File: src/rtl/core/bmf_pkg.sv
// Shared types and constants for the 7x7 box mean filter.
`default_nettype none

package bmf_pkg;

  localparam int PIX_W      = 8;
  localparam int ROW_W      = 12;
  localparam int COL_OUT_W  = 9;
  localparam int IMG_W_W    = 10;
  localparam int IMG_H_W    = 12;
  localparam int CFG_DATA_W = 12;
  localparam int CFG_IDX_W  = 1;
  localparam int IN_DATA_W  = 8;
  localparam int OUT_DATA_W = 32;

  localparam logic [IMG_W_W-1:0] IMG_W_RST = IMG_W_W'(512);
  localparam logic [IMG_H_W-1:0] IMG_H_RST = IMG_H_W'(512);

  typedef enum logic [CFG_IDX_W-1:0] {
    CFG_IMAGE_WIDTH  = 1'b0,
    CFG_IMAGE_HEIGHT = 1'b1
  } cfg_idx_t;

  // Per-request bookkeeping that travels alongside the datapath
  typedef struct packed {
    logic                 emit;
    logic                 last;
    logic [ROW_W-1:0]     row;
    logic [COL_OUT_W-1:0] col;
  } bmf_tag_t;

  typedef struct packed {
    logic                 last;
    logic [COL_OUT_W-1:0] col;
    logic [ROW_W-1:0]     row;
    logic [PIX_W-1:0]     mean;
  } bmf_res_t;

endpackage

`default_nettype wire

File: src/rtl/core/bmf_line_cell.sv
// One line store cell: a row-deep pixel memory with registered read.
`default_nettype none

module bmf_line_cell
  import bmf_pkg::*;
#(
  parameter int DEPTH = 512
) (
  input  wire logic                     clk,
  input  wire logic                     rd_en,
  input  wire logic [$clog2(DEPTH)-1:0] rd_addr,
  input  wire logic                     wr_en,
  input  wire logic [$clog2(DEPTH)-1:0] wr_addr,
  input  wire logic [PIX_W-1:0]         wr_data,
  output logic      [PIX_W-1:0]         rd_data
);

  logic [PIX_W-1:0] mem [DEPTH];
  logic [PIX_W-1:0] rd_q_r;

  always_ff @(posedge clk) begin
    if (wr_en) begin
      mem[wr_addr] <= wr_data;
    end
  end

  always_ff @(posedge clk) begin
    if (rd_en) begin
      rd_q_r <= mem[rd_addr];
    end
  end

  assign rd_data = rd_q_r;

endmodule

`default_nettype wire

File: config.mk
export PLATFORM = sky130hd
export DESIGN_NAME = bmf_line_cell
export DESIGN_NICKNAME = d
export VERILOG_FILES = /design/src/rtl/core/bmf_pkg.sv /design/src/rtl/core/bmf_line_cell.sv
export SDC_FILE = /design/constraint.sdc
export NUM_CORES = 2
export LEC_CHECK = 0
export BUFFER_PORTS_ARGS = -buffer_cell sky130_fd_sc_hd__buf_2
export CAP_MARGIN = 20
export CORE_MARGIN = 4
export CORE_UTILIZATION = 36
export CTS_CLUSTER_SIZE = 12
export DETAILED_ROUTE_END_ITERATION = 12
export PLACE_DENSITY = 0.55
export SLEW_MARGIN = 5
export SYNTH_ARGS = -nofsm -noshare
export SYNTH_HDL_FRONTEND = slang
export SYNTH_SLANG_ARGS = --single-unit
File: constraint.sdc
create_clock -name clk -period 5.8 [get_ports clk]
set_clock_uncertainty 0.05 [all_clocks]
set_input_delay 0.29 -clock clk [delete_from_list [all_inputs] [get_ports clk]]
set_output_delay 0.29 -clock clk [all_outputs]
set_load 0.01 [all_outputs]
==> impl_metrics.ini <==
[run_status]
run_status = complete, no violations

[cells_and_area]
fillers = 38680
syn2layout_area_growth_pct = 12.5
drive_gt1_frac = 0.172
final_cell_mix = edfxtp_1 (4104), mux2i_1 (797), mux4_2 (654)
final_common_cell = edfxtp_1
fin_nets = 8226
final_core_utilization = 0.407

[timing]
min_period_over_period = 0.643
max_freq_mhz = 268
hold_viol_final = 0
rsz0062_at_grt = false
tightest_slew_ns = 1.42
relSlewSlack = 0.0546
slew_viol_final = 0
period_minus_slack_ns = 3.73
finalSetupViolations = 0
fin_tns_setup_ns = 0

[setup_path]
crit_arrival_ns = 4.40
r2r_start = mem[434][3]
cp_max_fo = 73
end_kind = flop
required_ns = 6.47
r2r_slack_ns = 2.65
crit_slowest_cell = nand2b_4
cp_cell_sequence = clkbuf_8, nand2b_4, buf_12, buf_12, o221ai_1, o31ai_1, nor4_1, nand4_1, o21ai_0, o2111a_1
start_kind = primary input
ff2ff_path_depth = 7
max_stage_delay_ns = 0.72
crit_type = primary input to flop
cpMostUsedCell = buf_12
r2r_end = rd_data[3]

[die]
start_util = 0.362
die_h_um = 675
ios = 37
rows = 244
dieWidth_um = 675
coreArea_um2 = 442000
die-area_um2 = 455000

[global_route]
grt_pass1_vias = 81480
grt_overflow = 0
grt_pass1_wl_mm = 620
antenna_found_initial = 22
grt_max_degree = 198
grt_usage = 0.188

[worst_hold_path]
hold_class = primary input to flop
worst_hold_startpoint = wr_data[4]
hold_end = mem[134][4]
min_path_cells = 2

[pwr]
p_per_area_nw_per_um2 = 339
ir_worst_vdd_uv = 275
total_power_w = 0.0610
leakage_nw = 55.9

[placed_design]
port_buffers = 36
hpwl_mm = 264
place_congestion = 0.863

[clocking]
clk_pin_slew_ns = 0.06
cts.htree.levels = 5
cts_made_buffers = 425
clk_path_buf_depth = 4
clock-root-buffer = clkbuf_16
cts_tree = built
cts_sinks = 4104
clock_latency_ns = 0.98
cts.repair.resized = 0

[detailed_routing]
drc = 0
drt-vias-per-instance = 5.65
ant_nets = 0
drt_pass1_iterations = 6
drt-wirelength-per-cell_um = 30.3
initialDrtViolationCount = 10132
drt-total-wl_mm = 436
vias = 81440

[synth]
synth.distinct_cells = 50
async_flop_share = 0
synth_flop_cell = edfxtp_1
netlist_area_um2 = 160000
synth_cells = 8030
syn_nets = 8059
seq_area_frac_synth = 0.770
synth.avg_cell_area_um2 = 19.9
ys_ff_latch = 4104
synth_edf_count = 4104
yosys_warnings = 0

[run]
maxCapViolCount = 0
-- registers in the layout, indices dropped and copies added, names as in the netlist --
register,count
rd_data,8
mem,4096
-- synth_stat cells (all sizes together), types with 2 or more instances --
cell type,count,area [um^2]
edfxtp,4104,123000
mux2i,797,7980
mux4,654,14700
nor2,597,2240
o221ai,372,3260
clkbuf,265,995
buf,248,1950
a21oi,194,971
o22ai,163,1020
o21ai,119,596
nand2,111,417
nor3,109,546
a22oi,61,458
nand3,36,180
nor4,36,225
nand4,32,200
and2,20,125
a211oi,17,128
o31ai,13,97.6
nor3b,8,60.1
o2111a,8,90.1
o41ai,7,61.3
nor2b,6,37.5
o311ai,6,52.6
or3,6,37.5
a22o,5,43.8
or2,5,31.3
and3,4,25.0
and3b,4,35.0
nand2b,4,25.0
a2111oi,3,26.3
inv,3,11.3
o22a,3,26.3
a211o,2,17.5
a31oi,2,12.5
o211ai,2,15.0
-- stage by stage --
stage               cells  cell area (um^2)  hold WS (ns)  setup WS [ns]
floorplan            8030            160000         0.339           3.35
global placement    13662            167000         0.657           1.23
detailed placement  13663            167000         0.669           1.19
CTS                 14396            180000         0.210           2.26
global route        14400            180000         0.254           2.14
finish              14408            180000         0.284           2.07
-- worst max-delay path: cells and delay by family --
| family | cells | cell delay [ns] |
|---|---|---|
| AOI/OAI and AO/OA | 4 | 1.59 |
| buffers and inverters | 3 | 1.00 |
| and+or+nand+nor | 3 | 1.19 |
-- where the power goes --
part           switching (W)  internal, W
Combinational        0.00206     0.000938
Sequential         0.0000274       0.0327
Clock                 0.0111       0.0142
Total                 0.0132       0.0478
-- how the worst max path moves through the flow --
stage | depth (start not counted) | to | startpoint | slack (ns)
4_1_cts | 10 | rd_data[7] | rd_addr[2] | 2.26
2_1_floorplan | 10 | rd_data[0] | rd_addr[0] | 3.35
3_3_place_gp | 10 | rd_data[7] | rd_addr[2] | 1.23
5_1_grt | 10 | rd_data[3] | rd_addr[1] | 2.14
6_report | 10 | rd_data[5] | rd_addr[2] | 2.07
3_5_place_dp | 10 | rd_data[7] | rd_addr[2] | 1.19
-- cell families after synthesis --
group                  synth area share
muxes                             0.142
DFF                               0.770
and+or+nand+nor                  0.0263
AOI/OAI and AO/OA                0.0431
buffers and inverters            0.0185
-- routing by layer --
| metal | vias to the layer above | wire, um | global-route usage |
|---|---|---|---|
| li1 | 33825 | - | - |
| met1 | 43469 | 182000 | 0.264 |
| met2 | 3467 | 208000 | 0.302 |
| met3 | 677 | 32000 | 0.0291 |
| met4 | 2 | 14800 | 0.0573 |
| met5 | - | 13 | 0 |
-- area by class of cell --
class	instances	area [um^2]	share of cell area
repair buffers	253	2640	0.0147
multi-input cells	3410	34100	0.189
flip-flops and latches	4104	123000	0.685
diodes	10	25.0	0.000139
inverters	3	18.8	0.000104
clock buffers	532	11100	0.0619
well taps	5904	7390	0.0410
clock inverters	192	1460	0.00811
-- timing repair --
item / in CTS / in global routing
hold buffers: 9 / 0
buffers inserted: 0 / 0
hold endpoints to repair: 601 / 0
Power figures use the tool's default switching activity.
