**src/rtl/core/bmf_pkg.sv**
```systemverilog
// Shared types and constants for the 7x7 box mean filter.
`default_nettype none

package bmf_pkg;

  localparam int PIX_W      = 8;
  localparam int ROW_W      = 12;
  localparam int COL_OUT_W  = 9;
  localparam int IMG_W_W    = 10;
  localparam int IMG_H_W    = 12;
  localparam int CFG_DATA_W = 12;
  localparam int CFG_IDX_W  = 1;
  localparam int IN_DATA_W  = 8;
  localparam int OUT_DATA_W = 32;

  localparam logic [IMG_W_W-1:0] IMG_W_RST = IMG_W_W'(512);
  localparam logic [IMG_H_W-1:0] IMG_H_RST = IMG_H_W'(512);

  typedef enum logic [CFG_IDX_W-1:0] {
    CFG_IMAGE_WIDTH  = 1'b0,
    CFG_IMAGE_HEIGHT = 1'b1
  } cfg_idx_t;

  // Per-request bookkeeping that travels alongside the datapath
  typedef struct packed {
    logic                 emit;
    logic                 last;
    logic [ROW_W-1:0]     row;
    logic [COL_OUT_W-1:0] col;
  } bmf_tag_t;

  typedef struct packed {
    logic                 last;
    logic [COL_OUT_W-1:0] col;
    logic [ROW_W-1:0]     row;
    logic [PIX_W-1:0]     mean;
  } bmf_res_t;

endpackage

`default_nettype wire

```
**src/rtl/core/bmf_mean_div.sv**
```systemverilog
// Window sum to mean: multiply by a rounded-up reciprocal of the window area.
`default_nettype none

module bmf_mean_div
  import bmf_pkg::*;
#(
  parameter int RADIUS = 3
) (
  input  wire logic                                          clk,
  input  wire logic                                          en,
  input  wire logic [PIX_W+$clog2((2*RADIUS+1)*(2*RADIUS+1))-1:0] total,
  output logic [PIX_W-1:0]                                   mean
);

  localparam int AREA = (2 * RADIUS + 1) * (2 * RADIUS + 1);
  localparam int TW   = PIX_W + $clog2(AREA);
  localparam int SH   = TW + $clog2(AREA);
  localparam int RECIP = ((1 << SH) + AREA - 1) / AREA;
  localparam int MW   = $clog2(RECIP + 1);
  localparam int PW   = TW + MW;

  localparam logic [MW-1:0] RECIP_C = MW'(RECIP);

  logic [PW-1:0] prod_r;

  // exact floor division for every sum below 2**TW
  always_ff @(posedge clk) begin
    if (en) begin
      prod_r <= {{MW{1'b0}}, total} * {{TW{1'b0}}, RECIP_C};
    end
  end

  assign mean = prod_r[SH +: PIX_W];

endmodule

`default_nettype wire

```
**config.mk**
```make
export PLATFORM = sky130hd
export DESIGN_NAME = bmf_mean_div
export DESIGN_NICKNAME = d
export VERILOG_FILES = /design/src/rtl/core/bmf_pkg.sv /design/src/rtl/core/bmf_mean_div.sv
export SDC_FILE = /design/constraint.sdc
export NUM_CORES = 1
export LEC_CHECK = 0
export ABC_AREA = 1
export BUFFER_PORTS_ARGS = -buffer_cell sky130_fd_sc_hd__buf_2
export CAP_MARGIN = 10
export CELL_PAD_IN_SITES_DETAIL_PLACEMENT = 0
export CELL_PAD_IN_SITES_GLOBAL_PLACEMENT = 1
export CORE_MARGIN = 8
export CORE_UTILIZATION = 43
export DETAILED_ROUTE_END_ITERATION = 7
export PLACE_DENSITY = 0.86
export SYNTH_ARGS = -nofsm -noshare
export SYNTH_HDL_FRONTEND = slang
export SYNTH_SLANG_ARGS = --single-unit
export TNS_END_PERCENT = 100
```
**constraint.sdc**
```tcl
create_clock -name clk -period 3.4 [get_ports clk]
set_input_delay 0 -clock clk [delete_from_list [all_inputs] [get_ports clk]]
set_output_delay 0 -clock clk [all_outputs]
set_load 0.01 [all_outputs]
```
==> impl_metrics.py <==
metrics = {
    "worst_setup_path": {
        "startpoint_type": "input port",
        "path_max_fanout": 4,
        "critPathMaxStageDelay_ns": 0.54,
        "crit_chain": "buf_12 > ha_4 > fa_1 > inv_1 > fa_1 > inv_1 > fa_1 > inv_2 > fa_1 > inv_2 > ha_4 > nand2_4 > inv_6 > nand2_2 > nand2_2 > o21bai_1 > nand2_1 > nand3_1 > nand2_1 > nand2_1",
        "critPathMostFrequentCell": "fa_1",
        "worst_path_max_delay_cell": "fa_1",
        "cp.required_ns": 3.38,
        "cp.arrival_ns": 3.46,
        "path_class": "in2reg",
        "critPathCaptureType": "flip-flop",
    },
    "synth": {
        "ys_seq_elements": 8,
        "synth-compound-area-share_pct": 5.57,
        "syn_area_per_cell_um2": 8.20,
        "synth_top_family_by_area": "adder cells",
        "yosys.area_share.simple_pct": 16.3,
        "ys_async_sr_fraction_pct": 0,
        "synth_top_flop_cell": "edfxtp_1",
        "muxShareOfSynthArea_pct": 0,
        "synth-edff-count": 8,
        "synth_xor_xnor_area_share_pct": 0.969,
        "synth_fa_ha_area_share_pct": 57.6,
        "synthCells": 441,
        "yosysWarnings": 0,
        "syn_area_um2": 3620,
        "synth_nets": 594,
        "ys_seq_area_share_pct": 6.64,
        "synthDistinctLibCells": 28,
    },
    "floorplan": {
        "die_h_um": 108,
        "num_rows": 33,
        "dieArea_um2": 11600,
        "io_pins": 24,
        "core-area_um2": 8180,
        "initial_utilization_pct": 44.2,
        "die_width_um": 108,
    },
    "placement": {
        "placedCellCount": 621,
        "gp_congestion": 0.919,
        "hpwl_um": 7580,
        "dp_slack_ns": -0.475,
        "numPortBuffers": 23,
        "postPlaceCellArea_um2": 4370,
    },
    "power": {
        "ir_drop_v": 0.000495,
        "power_mw": 4.70,
        "leakagePower_nw": 2.59,
        "power.density_nw_per_um2": 967,
    },
    "sta": {
        "fin_crit_ns": 3.48,
        "worst_pin_slew_ns": 0.290,
        "finalSetupViolCount": 5,
        "setup_tns_ns": -0.180,
        "drv_slew": 0,
        "fmax_mhz": 287,
        "rsz0062_at_grt": "true",
        "setup_ws_ns": -0.0787,
        "relSlewSlack_pct": 80.6,
        "whs_ns": 0.121,
        "hold_viol": 0,
        "fin_crit_sh_pct": 102,
    },
    "cells_and_area": {
        "reg_top3": "prod_r: 8 flops",
        "largest_reg_flops": 8,
        "area_growth_pct": 34.4,
        "regMostFlops": "prod_r",
        "fillers": 715,
        "final_cell_area_um2": 4860,
        "nets": 675,
        "postLayoutCoreUtil_pct": 59.5,
        "layout-drive-gt1-share_pct": 35.2,
        "antenna_cells": 0,
        "instances_no_fill": 625,
    },
    "cts": {
        "cts.sinks": 8,
        "postCtsHoldBufs": 0,
        "cts_root_buf": "clkbuf_8",
        "htreeDepth": 1,
        "clk_path_buf_depth": 2,
        "clk_pin_slew_ns": 0.05,
        "cts_buffers": 3,
        "cts_tree": "yes",
    },
    "route": {
        "vias": 3010,
        "drt-wirelength-per-cell_um": 13.9,
        "drt-met1-wl_um": 3910,
        "ant_nets": 0,
        "met3_length_um": 186,
        "drt_pass1_iterations": 4,
        "drc_errors": 0,
        "routed-wl-met2_um": 4410,
        "highest_layer": "met4",
        "drt_iter0_drc": 64,
        "totalWireLength_um": 8690,
        "viasPerCell": 4.82,
    },
    "global_routing": {
        "grt_pass1_wl_um": 15200,
        "track_usage_pct": 15.8,
        "grt_overflow_total": 0,
        "grt_antenna_before_repair": 0,
        "grt_max_degree": 9,
        "grt_pass1_vias": 3442,
    },
    "flow_run": {
        "drv_cap": 0,
    },
    "hold_path": {
        "hold_depth": 1,
        "hold_class": "in2reg",
    },
    "run_status": {
        "violations": "setup timing",
        "status": "complete, but fails checks",
    },
}
-- critical path: cells and delay by family --
family,cells,cell delay (ns)
AOI/OAI and AO/OA,1,0.15
and+or+nand+nor,7,0.49
buffers and inverters,6,0.35
adders and majority gates,6,2.47
-- layout make-up --
type                            instances  area (um2)  share of cell area [%]
Sequential cell                         8         240                    4.94
Clock buffer                            3        41.3                   0.849
Multi-Input combinational cell        308        3410                    70.1
Timing Repair Buffer                   76         562                    11.6
Tap cell                              105         131                    2.70
Inverter                              125         479                    9.86
-- routing by layer --
metal / global-route usage [%] / vias up
li1: - / 1524
met4: 2.48 / 0
met2: 29.9 / 45
met5: 0 / -
met3: 0.898 / 16
met1: 19.4 / 1425
-- where the power goes --
group	internal [mW]	total, mW	switching [mW]
Clock	0.0767	0.114	0.0369
Sequential	0.200	0.209	0.00969
Combinational	1.90	4.38	2.48
-- timing repair --
item                       CTS  global route
buffers inserted             0             1
pin swaps                   40            29
setup endpoints to repair    8             8
resized for setup           52            48
-- placed cells by master, fill, tap and decap left out, drive strengths merged --
cell type  netlist  routed
inv            124     124
nand2           81      81
a21o             1       1
nand3           12      12
fa              49      49
edfxtp           8       8
nor2            28      28
clkbuf           0       3
nand3b           2       2
buf              0      76
clkinv           1       1
xor2             2       2
nand4            8       8
xnor2            2       2
o21ai            9       9
ha              88      88
a21oi           20      20
a21boi           1       1
o21bai           4       4
nor3             1       1
-- final timing paths --
kind | from | end | slack (ns)
setup / recovery | total[4] | prod_r[27] | -0.08
hold / removal | en | prod_r[25] | 0.12
-- synth_stat cells (2+ instances only) --
cell type    n  area [um2]
nor2_1      22        82.6
nor2_4       2        22.5
o21bai_1     3        22.5
nand3_1     12        60.1
inv_1      120         450
nand2_1     78         293
ha_1        88        1100
xor2_1       2        17.5
inv_2        4        15.0
nand3b_1     2        15.0
o21ai_1      3        15.0
xnor2_1      2        17.5
nand4_1      6        37.5
edfxtp_1     8         240
nor2_2       4        25.0
a21oi_1     19        95.1
nand2_2      2        12.5
o21ai_0      5        25.0
fa_1        49         981
nand4_2      2        25.0
-- cells by family after synthesis --
kind of cell             count (synthesis)
XOR/XNOR                                 4
flip-flops                               8
adder cells (fa/ha/maj)                137
buffers and inverters                  125
AND/OR/NAND/NOR                        132
AO/OA/AOI/OAI                           35
Power figures use the tool's default switching activity.
