===== config.mk =====
export PLATFORM = sky130hd
export DESIGN_NAME = bmf_col_window
export DESIGN_NICKNAME = d
export VERILOG_FILES = /design/src/rtl/core/bmf_pkg.sv /design/src/rtl/core/bmf_col_window.sv
export SDC_FILE = /design/constraint.sdc
export NUM_CORES = 1
export LEC_CHECK = 0
export BUFFER_PORTS_ARGS = -buffer_cell sky130_fd_sc_hd__buf_4
export CAP_MARGIN = 10
export CORE_ASPECT_RATIO = 0.5
export CORE_MARGIN = 4
export CORE_UTILIZATION = 45
export CTS_CLUSTER_DIAMETER = 30
export CTS_CLUSTER_SIZE = 30
export DETAILED_ROUTE_END_ITERATION = 12
export GPL_TIMING_DRIVEN = 0
export PLACE_DENSITY = 0.63
export SETUP_SLACK_MARGIN = 0.5
export SLEW_MARGIN = 20
export SYNTH_ARGS = -nofsm -noshare
export SYNTH_HDL_FRONTEND = slang
export SYNTH_SLANG_ARGS = --single-unit

===== constraint.sdc =====
create_clock -name clk -period 6.6 [get_ports clk]
set_clock_uncertainty 0.05 [all_clocks]
set_input_delay 1.32 -clock clk [delete_from_list [all_inputs] [get_ports clk]]
set_output_delay 1.32 -clock clk [all_outputs]
set_load 0.02 [all_outputs]

===== src/rtl/core/bmf_pkg.sv =====
// Shared types and constants for the 7x7 box mean filter.
`default_nettype none

package bmf_pkg;

  localparam int PIX_W      = 8;
  localparam int ROW_W      = 12;
  localparam int COL_OUT_W  = 9;
  localparam int IMG_W_W    = 10;
  localparam int IMG_H_W    = 12;
  localparam int CFG_DATA_W = 12;
  localparam int CFG_IDX_W  = 1;
  localparam int IN_DATA_W  = 8;
  localparam int OUT_DATA_W = 32;

  localparam logic [IMG_W_W-1:0] IMG_W_RST = IMG_W_W'(512);
  localparam logic [IMG_H_W-1:0] IMG_H_RST = IMG_H_W'(512);

  typedef enum logic [CFG_IDX_W-1:0] {
    CFG_IMAGE_WIDTH  = 1'b0,
    CFG_IMAGE_HEIGHT = 1'b1
  } cfg_idx_t;

  // Per-request bookkeeping that travels alongside the datapath
  typedef struct packed {
    logic                 emit;
    logic                 last;
    logic [ROW_W-1:0]     row;
    logic [COL_OUT_W-1:0] col;
  } bmf_tag_t;

  typedef struct packed {
    logic                 last;
    logic [COL_OUT_W-1:0] col;
    logic [ROW_W-1:0]     row;
    logic [PIX_W-1:0]     mean;
  } bmf_res_t;

endpackage

`default_nettype wire


===== src/rtl/core/bmf_col_window.sv =====
// Vertical column sum and the sliding chain of column sums with running total.
`default_nettype none

module bmf_col_window
  import bmf_pkg::*;
#(
  parameter int RADIUS = 3
) (
  input  wire logic                                     clk,
  input  wire logic                                     rst_n,
  input  wire logic                                     step,
  input  wire logic [PIX_W-1:0]                         pix,
  input  wire logic [2*RADIUS-1:0][PIX_W-1:0]           lines,
  output logic [PIX_W+$clog2((2*RADIUS+1)*(2*RADIUS+1))-1:0] total
);

  localparam int LINES = 2 * RADIUS;
  localparam int WIN   = LINES + 1;
  localparam int CSW   = PIX_W + $clog2(WIN);
  localparam int TW    = PIX_W + $clog2(WIN * WIN);

  logic [CSW-1:0] csum;
  logic [CSW-1:0] cs_r [WIN];
  logic [TW-1:0]  total_r;
  logic [TW-1:0]  total_nxt;

  always_comb begin
    csum = CSW'(pix);
    for (int k = 0; k < LINES; k++) begin
      csum = csum + CSW'(lines[k]);
    end
  end

  // oldest column leaves the window as the new one enters
  assign total_nxt = total_r - TW'(cs_r[0]) + TW'(csum);

  always_ff @(posedge clk) begin
    if (!rst_n) begin
      for (int k = 0; k < WIN; k++) begin
        cs_r[k] <= '0;
      end
      total_r <= '0;
    end else if (step) begin
      for (int k = 0; k < WIN - 1; k++) begin
        cs_r[k] <= cs_r[k+1];
      end
      cs_r[WIN-1] <= csum;
      total_r     <= total_nxt;
    end
  end

  assign total = total_r;

endmodule

`default_nettype wire


==> flow_metrics.py <==
metrics = {
    "timing": {
        "min_period_ns": 6.50,
        "layout_worst_path_cycle_share_pct": 98.4,
        "maxSlewViolCount": 0,
        "relSlewSlack_pct": 54.9,
        "max_freq_mhz": 154,
        "finalSetupViolations": 0,
        "rsz0062_at_grt": "true",
        "finalHoldViolations": 0,
        "whs_ns": 0.470,
        "worst_slew_pin_slew_ns": 0.677,
    },
    "synthesis": {
        "synthCells": 508,
        "seq_area_frac_synth_pct": 45.4,
        "synth_top_area_cell": "edfxtp_1",
        "mappedNetlistArea_um2": 5710,
        "async_flop_share_pct": 0,
        "yosysUniqueCellTypes": 48,
        "synth.top_cell.area_share_pct": 40.5,
        "ys.flop_type": "edfxtp_1",
        "synth_edf_count": 77,
        "synth_warnings": 0,
        "ys_ff_latch": 91,
        "ys_top_cells_by_area": "edfxtp_1, fa_1, inv_1",
        "avgSynthCellArea_um2": 11.2,
        "synth_nets": 643,
    },
    "clocking": {
        "ctsHoldBuffers": 0,
        "cts-buffers-inserted": 9,
        "clockBufferDepth": 2,
        "cts_root_buf": "clkbuf_16",
        "clk_pin_slew_ns": 0.07,
        "h-tree-depth": 3,
        "clkLatencyLatePin_ns": 0.34,
        "cts_tree": "built",
        "cts.sinks": 91,
    },
    "grt": {
        "antenna_found_initial": 0,
        "grtUsageTotal_pct": 15.7,
        "grt_util_met2_pct": 25.9,
        "use_met1_pct": 21.5,
        "grt_overflow": 0,
        "use_met3_pct": 3.83,
        "grt_pass1_wl_um": 18100,
        "grt-busiest-layer": "met2",
        "first_global_vias": 3805,
        "grt_max_degree": 58,
    },
    "setup_path": {
        "path_class": "in -> reg",
        "rr_startpoint": "total[6]$_SDFFE_PN0P_",
        "start_kind": "input pin",
        "arrival_ns": 6.67,
        "critical_path.max_fanout": 5,
        "cp-end-kind": "register",
        "cp.required_ns": 6.77,
        "rrSetupSlack_ns": 3.84,
        "startpoint": "lines[10]",
    },
    "routing": {
        "viasPerCell": 4.84,
        "dr.first_iter.drc_count": 242,
        "first_pass_iters": 4,
        "wire_per_inst_um": 14.3,
        "finalWirelength_um": 11100,
        "vias": 3736,
        "drtAntennaViolNets": 0,
        "drcViolationCount": 0,
    },
    "finish": {
        "syn2layout_area_growth_pct": 27.1,
        "final_layout_size_suffix_gt1_share_pct": 25.7,
        "nets": 737,
        "antenna_cells": 0,
    },
    "floorplan": {
        "die_h_um": 87.6,
        "die_w_um": 167,
        "start_util_pct": 47.2,
        "die-area_um2": 14700,
        "ioPinCount": 73,
        "rows": 28,
        "core_area_um2": 12100,
    },
    "placement": {
        "globalplace.congestion": 0.876,
        "port_buffers": 70,
        "dp_hpwl_um": 8500,
    },
    "run": {
        "cap_violations": 0,
    },
    "hold_path": {
        "hp-start": "total[10]$_SDFFE_PN0P_",
        "hold_path.class": "reg -> reg",
    },
    "status": {
        "status": "finished clean",
    },
}
==> metal layers <==
layer  share of wire (%)  vias to the layer above  routed length, um
met1                  48                     1777               5350
met3                 5.4                        5                598
li1                    -                     1865                  -
met5                   0                        -                  0
met4                0.71                        0                 78
met2                  46                       89               5030
==> registers in the layout (all words and copies together), names as in the netlist <==
register and cells:
cs_r 77, total 14
==> path summary, 6_finish.rpt <==
| check | endpoint | cells past startpoint |
|---|---|---|
| worst min register to register | total[10]$_SDFFE_PN0P_ | 2 |
| worst max register to register | total[13]$_SDFFE_PN0P_ | 9 |
| worst min-delay path | total[10]$_SDFFE_PN0P_ | 2 |
| worst max-delay path | total[13]$_SDFFE_PN0P_ | 22 |
==> critical path: stages <==
cell and delay, ns:
buf_8 0.08, inv_8 0.02, fa_1 0.52, inv_1 0.05
fa_1 0.52, fa_1 0.45, fa_1 0.56, inv_2 0.05
fa_2 0.39, nor2b_2 0.15, o21ai_2 0.10, a21oi_4 0.23
nor2_4 0.08, xor2_4 0.17, fa_2 0.54, inv_2 0.04
ha_4 0.29, nand2_1 0.07, o21ai_2 0.19, a41oi_2 0.17
o2111a_1 0.16, or4_1 0.51
==> final cells by class <==
class                      count  area (um2)
fill                        1033        4840
sequential                    91        2590
inverter                     122         468
timing repair buffer          83         658
clock inverter                 7        98.8
clock buffer                   9         225
multi-input combinational    275        2920
buffer                        20        82.6
tap                          165         206
==> cell usage after synthesis (6+ instances only) <==
cell type  count
nand3_1        6
inv_1        121
and3_1        70
xor2_1         7
edfxtp_1      77
fa_1          49
nand2_1        9
dfxtp_1       14
nor2_1        21
o21ai_0        9
mux2i_1        6
clkbuf_1      18
a21oi_1       17
xnor2_1        8
ha_1          27
==> kinds of logic (layout without fill, tap and decap cells) <==
logic type / after synthesis / after routing / synth area share [%]
flops: 91 / 91 / 45.4
buf+inv: 142 / 241 / 9.47
simple gates: 128 / 128 / 12.9
mux: 6 / 6 / 1.05
xor+xnor: 15 / 15 / 2.30
fa+ha+maj: 76 / 76 / 23.1
compound gates: 50 / 50 / 5.68
==> timing repair <==
item	in CTS	in global routing
setup buffers	3	9
resized for setup	25	24
pin swaps	19	31
endpoints found under the setup margin	7	9
==> through the flow <==
stage	setup TNS [ns]	cells	setup WS [ns]	area, um2	utilization (%)
2_1_floorplan	0	508	0.0875	5840	-
3_3_place_gp	-1.06	743	-0.396	6580	54.4
3_5_place_dp	-1.21	744	-0.454	6610	54.6
4_1_cts	0	763	0.0964	7070	58.5
5_1_grt	-0.0999	772	-0.0999	7250	60.0
6_report	0	772	0.103	7250	60.0
==> placed cells by master (no fill, tap or decap), types with 4 or more instances in the layout <==
cell,netlist,routed
inv_1,121,114
buf_4,0,79
edfxtp_1,77,77
and3_1,70,70
fa_1,49,46
nor2_1,21,19
clkbuf_1,18,18
ha_1,27,18
dfxtp_1,14,14
clkbuf_16,0,9
nand2_1,9,8
a21oi_1,17,8
ha_4,0,7
inv_2,1,6
a21oi_2,1,6
o21ai_2,1,6
mux2i_1,6,6
nand3_1,6,5
xnor2_1,8,5
a21oi_4,0,4
xor2_1,7,4
and2_1,5,4
o21ai_1,2,4
Power is left out: the tool's default activity adds up to more than one toggle a clock period on the data nets, which glitch-free logic cannot reach.
